[config.mk]
export PLATFORM = sky130hd
export DESIGN_NAME = amgt_front
export DESIGN_NICKNAME = d
export VERILOG_FILES = /design/src/hw/rtl/amgt_pkg.sv /design/src/hw/rtl/amgt_front.sv
export SDC_FILE = /design/constraint.sdc
export NUM_CORES = 1
export LEC_CHECK = 0
export BUFFER_PORTS_ARGS = -buffer_cell sky130_fd_sc_hd__buf_4
export CORE_MARGIN = 5
export CORE_UTILIZATION = 50
export CTS_CLUSTER_SIZE = 10
export DETAILED_ROUTE_END_ITERATION = 10
export PLACE_DENSITY = 0.87
export SETUP_SLACK_MARGIN = 0.4
export SYNTH_ARGS = -nofsm -noshare
export SYNTH_HDL_FRONTEND = slang
export SYNTH_SLANG_ARGS = --single-unit
[constraint.sdc]
create_clock -name clk -period 2.5 [get_ports clk]
set_input_delay 0.25 -clock clk [delete_from_list [all_inputs] [get_ports clk]]
set_output_delay 0.25 -clock clk [all_outputs]
set_load 0.01 [all_outputs]
[src/hw/rtl/amgt_pkg.sv]
`default_nettype none
package amgt_pkg;
  localparam int MaxVertices = 16;
  localparam int IdxW = $clog2(MaxVertices);
  localparam int CntW = $clog2(MaxVertices + 1);
  localparam int AddrW = 2 * IdxW;
  localparam int QDepth = 2;

  typedef enum logic [1:0] {
    REQ_ADD  = 2'd0,
    REQ_SET  = 2'd1,
    REQ_READ = 2'd2,
    REQ_DEG  = 2'd3
  } req_t;

  localparam logic [1:0] ST_OK       = 2'd0;
  localparam logic [1:0] ST_FULL     = 2'd1;
  localparam logic [1:0] ST_NOTFOUND = 2'd2;

  typedef struct packed {
    req_t        req;
    logic [15:0] key_a;
    logic [15:0] key_b;
    logic [15:0] weight;
  } item_t;

  typedef struct packed {
    logic [15:0] value;
    logic [1:0]  status;
  } res_t;
endpackage
`default_nettype wire

[src/hw/rtl/amgt_front.sv]
`default_nettype none
module amgt_front import amgt_pkg::*; (
  input  wire logic        clk,
  input  wire logic        rst_n,
  input  wire logic        clr,
  input  wire logic        in_valid,
  output logic             in_ready,
  input  wire item_t       in_item,
  output logic             q_valid,
  input  wire logic        q_ready,
  output item_t            q_item
);
  // Two-entry queue decoupling acceptance from the engine.
  item_t           mem_r [QDepth];
  logic            wp_r, wp_nxt, rp_r, rp_nxt;
  logic [1:0]      cnt_r, cnt_nxt;
  logic            push, pop;

  assign in_ready = (cnt_r != 2'(QDepth));
  assign q_valid  = (cnt_r != 2'd0);
  assign q_item   = mem_r[rp_r];
  assign push = in_valid && in_ready;
  assign pop  = q_valid && q_ready;

  always_comb begin
    wp_nxt  = wp_r ^ push;
    rp_nxt  = rp_r ^ pop;
    cnt_nxt = cnt_r + {1'b0, push} - {1'b0, pop};
    if (clr) begin
      wp_nxt = 1'b0; rp_nxt = 1'b0; cnt_nxt = 2'd0;
    end
  end

  always_ff @(posedge clk) begin
    if (!rst_n) begin
      wp_r <= 1'b0; rp_r <= 1'b0; cnt_r <= 2'd0;
    end else begin
      wp_r <= wp_nxt; rp_r <= rp_nxt; cnt_r <= cnt_nxt;
    end
    if (push) mem_r[wp_r] <= in_item;
  end
endmodule
`default_nettype wire

# Word level (Yosys, flattened, before mapping)
# Memory sizes are Yosys's and may differ from the RTL's. A register that Yosys moved wholly into a read port is not among the register bits.
# Cells that the tools add are included.
# Widths: inputs -> output; s select.
[classes]
n_addsub = 2
n_eq_ne = 1
n_mux = 3
n_bitwise = 3
reduce_logical = 4
[op_table]
columns = ["op", "count"]
rows = [
  ["$mux 1", 3],
  ["$add 2x1->2", 1],
  ["$logic_and 1x1->1", 2],
  ["$ne 2x2->1 const B", 1],
  ["$reduce_bool 2->1", 1],
  ["$reduce_or 2->1", 1],
  ["$sub 2x1->2", 1],
  ["$xor 1x1->1", 2],
  ["$not 1->1", 1],
]
[word_totals]
regBits = 4
ram_bits = 100
inputBits = 55
out_inout_bits = 52
wordCells = 17
n_memories = 1
[mem_list]
columns = ["memory", "depth", "word_bits", "read_ports", "rd_clocked_by_memory_dff", "wr", "line_no", "rtl"]
rows = [
  ["mem_r", 2, 50, 1, 1, 1, "amgt_front.sv:14", "item_t mem_r [QDepth];"],
]

# Longest topological paths before layout
[depth]
word_depth = 4
ltp_mapped = 6
ltp_nobuf = 6

# Worst setup path before layout
# Ideal clock, no wire load.
[synth_timing]
path_type = "reg-to-reg"
from = "register cnt_r[0]"
to = "memory mem_r[0][0] in the netlist's numbering, enable pin"
setup_time_ns = 0.413
arrival_time_ns = 1.972
required_ns = 2.087
slack_ns = 0.116
path_stages_with_launch = 4
n_path_buf = 0
period_less_slack_ns = 2.384
cell_sequence = "dfxtp_1 nand2b_1 and2_1 ha_1"
[synth_via]
elab_chain_cells = 4
[synth_rtl]
columns = ["item", "line_no", "rtl"]
rows = [
  ["from (decl)", "amgt_front.sv:16", "logic [1:0] cnt_r, cnt_nxt;"],
  ["from (signal assigned)", "amgt_front.sv:38", "wp_r <= wp_nxt; rp_r <= rp_nxt; cnt_r <= cnt_nxt;"],
  ["$ne 2x2->1", "amgt_front.sv:19", "assign in_ready = (cnt_r != 2'(QDepth));"],
  ["named net in_ready", "amgt_front.sv:7", "output logic in_ready,"],
  ["$logic_and 1x1->1", "amgt_front.sv:22", "assign push = in_valid && in_ready;"],
  ["$mux 1", "amgt_front.sv:40", "if (push) mem_r[wp_r] <= in_item;"],
  ["$mux 1 (not written as such)", "amgt_front.sv:40", ""],
  ["to (decl)", "amgt_front.sv:14", ""],
]
# The timed path passes the listed nets, and every way through them passes these cells.

==> out/qor.csv <==
metric,value,unit
status,"finished, final reports clean",
most frequent CP cell,buf_4,
core area,0.00765,mm^2
worst setup path class,flop to output port,
fmax,559,MHz
Final setup viols,0,
DRC,0,
setup bufs post-CTS,0,
Antenna Cells,0,
"Avg Cell Area, Syn",20.9,um^2
Crit Reg-Reg Endpoint,mem_r[1][4]$_DFFE_PP_,
final core area utilization,65.2,%
height of the die,98.0,um
Hold Fails Final Rpt,0,
CTS max path bufs,2,
hold_buf cts,0,
type of origin of the critical path,flop,
vias in the first global route,2106,
Post-Syn Instances,185,
Static Leakage,1.86,nW
I/O pins,107,
Setup TNS,0,ns
Hold Path Depth,1,
PwrDens,668,mW/mm^2
GP Congestion,0.734,
Crit. End Element,output port,
Hold Path End,mem_r[1][27]$_DFFE_PP_,
clk_lat worst skew,0.35,ns
Yosys reg bits,104,
die area,0.00961,mm^2
antenna violations before repair,0,
ys async rst share,0,%
DRT antenna net count,0,
Initial Utilization,50.7,%
Rel. slew slack,64.7,%
Nets,359,
H-tree lvl count,3,
"Top FF cell, synth",edfxtp_1,
die width,98.0,um
total of max-cap violations,0,
Worst VDD drop,0.367,mV
via count,2002,
post-synthesis sequential area ratio,79.6,%
r2r worst-path depth,3,
CP Max Fanout,26,
DRT iter0 DRCs,93,
CTS tree,built,
Critical R2R Launch,cnt_r[0]$_SDFF_PP0_,
Synth Cell Area,0.00387,mm^2
first-pass GRT wire length,10300,um
HP Start,in_item[27],
"Cell Area, Placed",0.00480,mm^2
Mapped Nets,242,
Worst Path Arrival,1.54,ns
Fin Clk Skew,0.0102,ns
Worst-Margin Slew,0.529,ns
Critical Path Slowest Stage Cell,mux2_2,
area grow syn2layout,28.7,%
final WL,6470,um
PortBufs,106,
fillers,542,
clock-pin slew on the worst setup and hold paths,0.10,ns
GRT Residual Overflow,0,
CTS Buf Count,9,
R2R Setup Slk,0.77,ns
Rows,32,
RSZ-0062 raised after global routing,false,
Ys Warns,0,
CP required,2.25,ns
Sink Count,104,
final instance area,0.00499,mm^2
post-synthesis cell type count,22,
Final Critical Period,1.79,ns
wire per inst,15.8,um
PostCTS Resize Cnt,0,
drt first pass iters,4,
Post-synth EDFFs,100,
list of cells traversed by the critical path,"buf_4, mux2_2, buf_4",
vias per cell,4.89,
"Largest stage delay, worst path",0.40,ns
Detail Placement HPWL,4600,um
layout cells sized above 1,58.6,%
largest net degree at the start of global routing,29,
fin. max-slew vios,0,
GRT Resource Usage Total,13.7,%
part of the cycle the worst path needs,71.5,%
clock root buffer,clkbuf_8,
Hold/Removal Path Class,input port to flop,
[metal layers]
metal,GRT usage (%),vias up,part of all wire [%]
li1,-,954,-
met5,0,-,0
met3,4.43,8,7.1
met2,23.5,68,53
met4,5.43,0,1.2
met1,16.0,972,39
[registers in the layout, summed over array words and instances, names as in the netlist]
register  cells
wp_r          1
cnt_r         2
mem_r       100
rp_r          1
[how the worst max path moves through the flow]
stage,cells after the start,slack (ns),start,to
2_1_floorplan,3,0.63,cnt_r[0]$_SDFF_PP0_,mem_r[0][0]$_DFFE_PP_
3_5_place_dp,3,0.74,cnt_r[0]$_SDFF_PP0_,mem_r[1][0]$_DFFE_PP_
4_1_cts,3,0.68,rp_r$_SDFF_PP0_,q_item[48]
5_1_grt,3,0.62,cnt_r[0]$_SDFF_PP0_,mem_r[1][4]$_DFFE_PP_
6_report,3,0.71,rp_r$_SDFF_PP0_,q_item[48]
3_3_place_gp,3,0.80,cnt_r[0]$_SDFF_PP0_,mem_r[1][0]$_DFFE_PP_
[critical path: cells and delay by family, from the launching register on]
family | cells | cell delay [ns]
DFF | 1 | 0.33
buffers and inverters | 2 | 0.46
muxes | 1 | 0.40
[placed cells by master, fill, tap and decap left out, drive strengths merged, types with 2 or more instances in the layout]
cell      Yosys  final
and2          2      2
clkinvlp      0      2
edfxtp      100    100
mux2         50     50
ha            2      2
nor2          4      4
nand2b        3      3
o21ai         2      2
clkinv        0      2
buf           6    112
clkbuf        0     11
dfxtp         4      4
[logic make-up (layout without fill, tap and decap cells)]
kind of cell / after synthesis / count (layout) / synth area share, %
mux: 51 / 51 / 14.8
flops: 104 / 104 / 79.6
compound gates: 5 / 5 / 0.937
fa+ha+maj: 2 / 2 / 0.646
xor+xnor: 1 / 1 / 0.226
simple gates: 15 / 15 / 2.13
buf+inv: 7 / 129 / 1.68
[report_power, final]
group	leakage (nW)	switching [mW]	internal [mW]
Sequential	0.971	0.0178	2.00
Combinational	0.800	0.146	0.185
Clock	0.0872	0.522	0.462
Total	1.86	0.686	2.64
[Yosys cell counts, types with 2 or more instances]
cell      instances  share of area, %
ha_1              2              0.65
mux2_2           50                15
o21ai_0           2              0.26
edfxtp_1        100                78
nand2b_1          3              0.48
buf_6             5               1.5
nor2_1            4              0.39
dfxtp_1           4               2.1
and2_1            2              0.32
[final cells by class]
class                           instances  area (um^2)  area share [%]
Sequential cell                       104         3080            61.8
Timing Repair Buffer                  112          853            17.1
Multi-Input combinational cell         74          729            14.6
Clock buffer                           11          131            2.63
Tap cell                              102          128            2.56
Clock inverter                          5         57.6            1.15
Inverter                                1         3.75          0.0753
[stage by stage]
stage | power [mW] | setup WS [ns] | hold slack [ns] | std cells
3_3_place_gp | 2.38 | 0.798 | 0.435 | 393
6_report | 3.33 | 0.712 | 0.0791 | 409
2_1_floorplan | 2.19 | 0.630 | 0.349 | 185
5_1_grt | 3.47 | 0.624 | 0.0489 | 409
3_5_place_dp | 2.39 | 0.736 | 0.438 | 393
4_1_cts | 3.37 | 0.675 | 0.0566 | 409
Note: power is estimated with default switching activity, not from simulation.
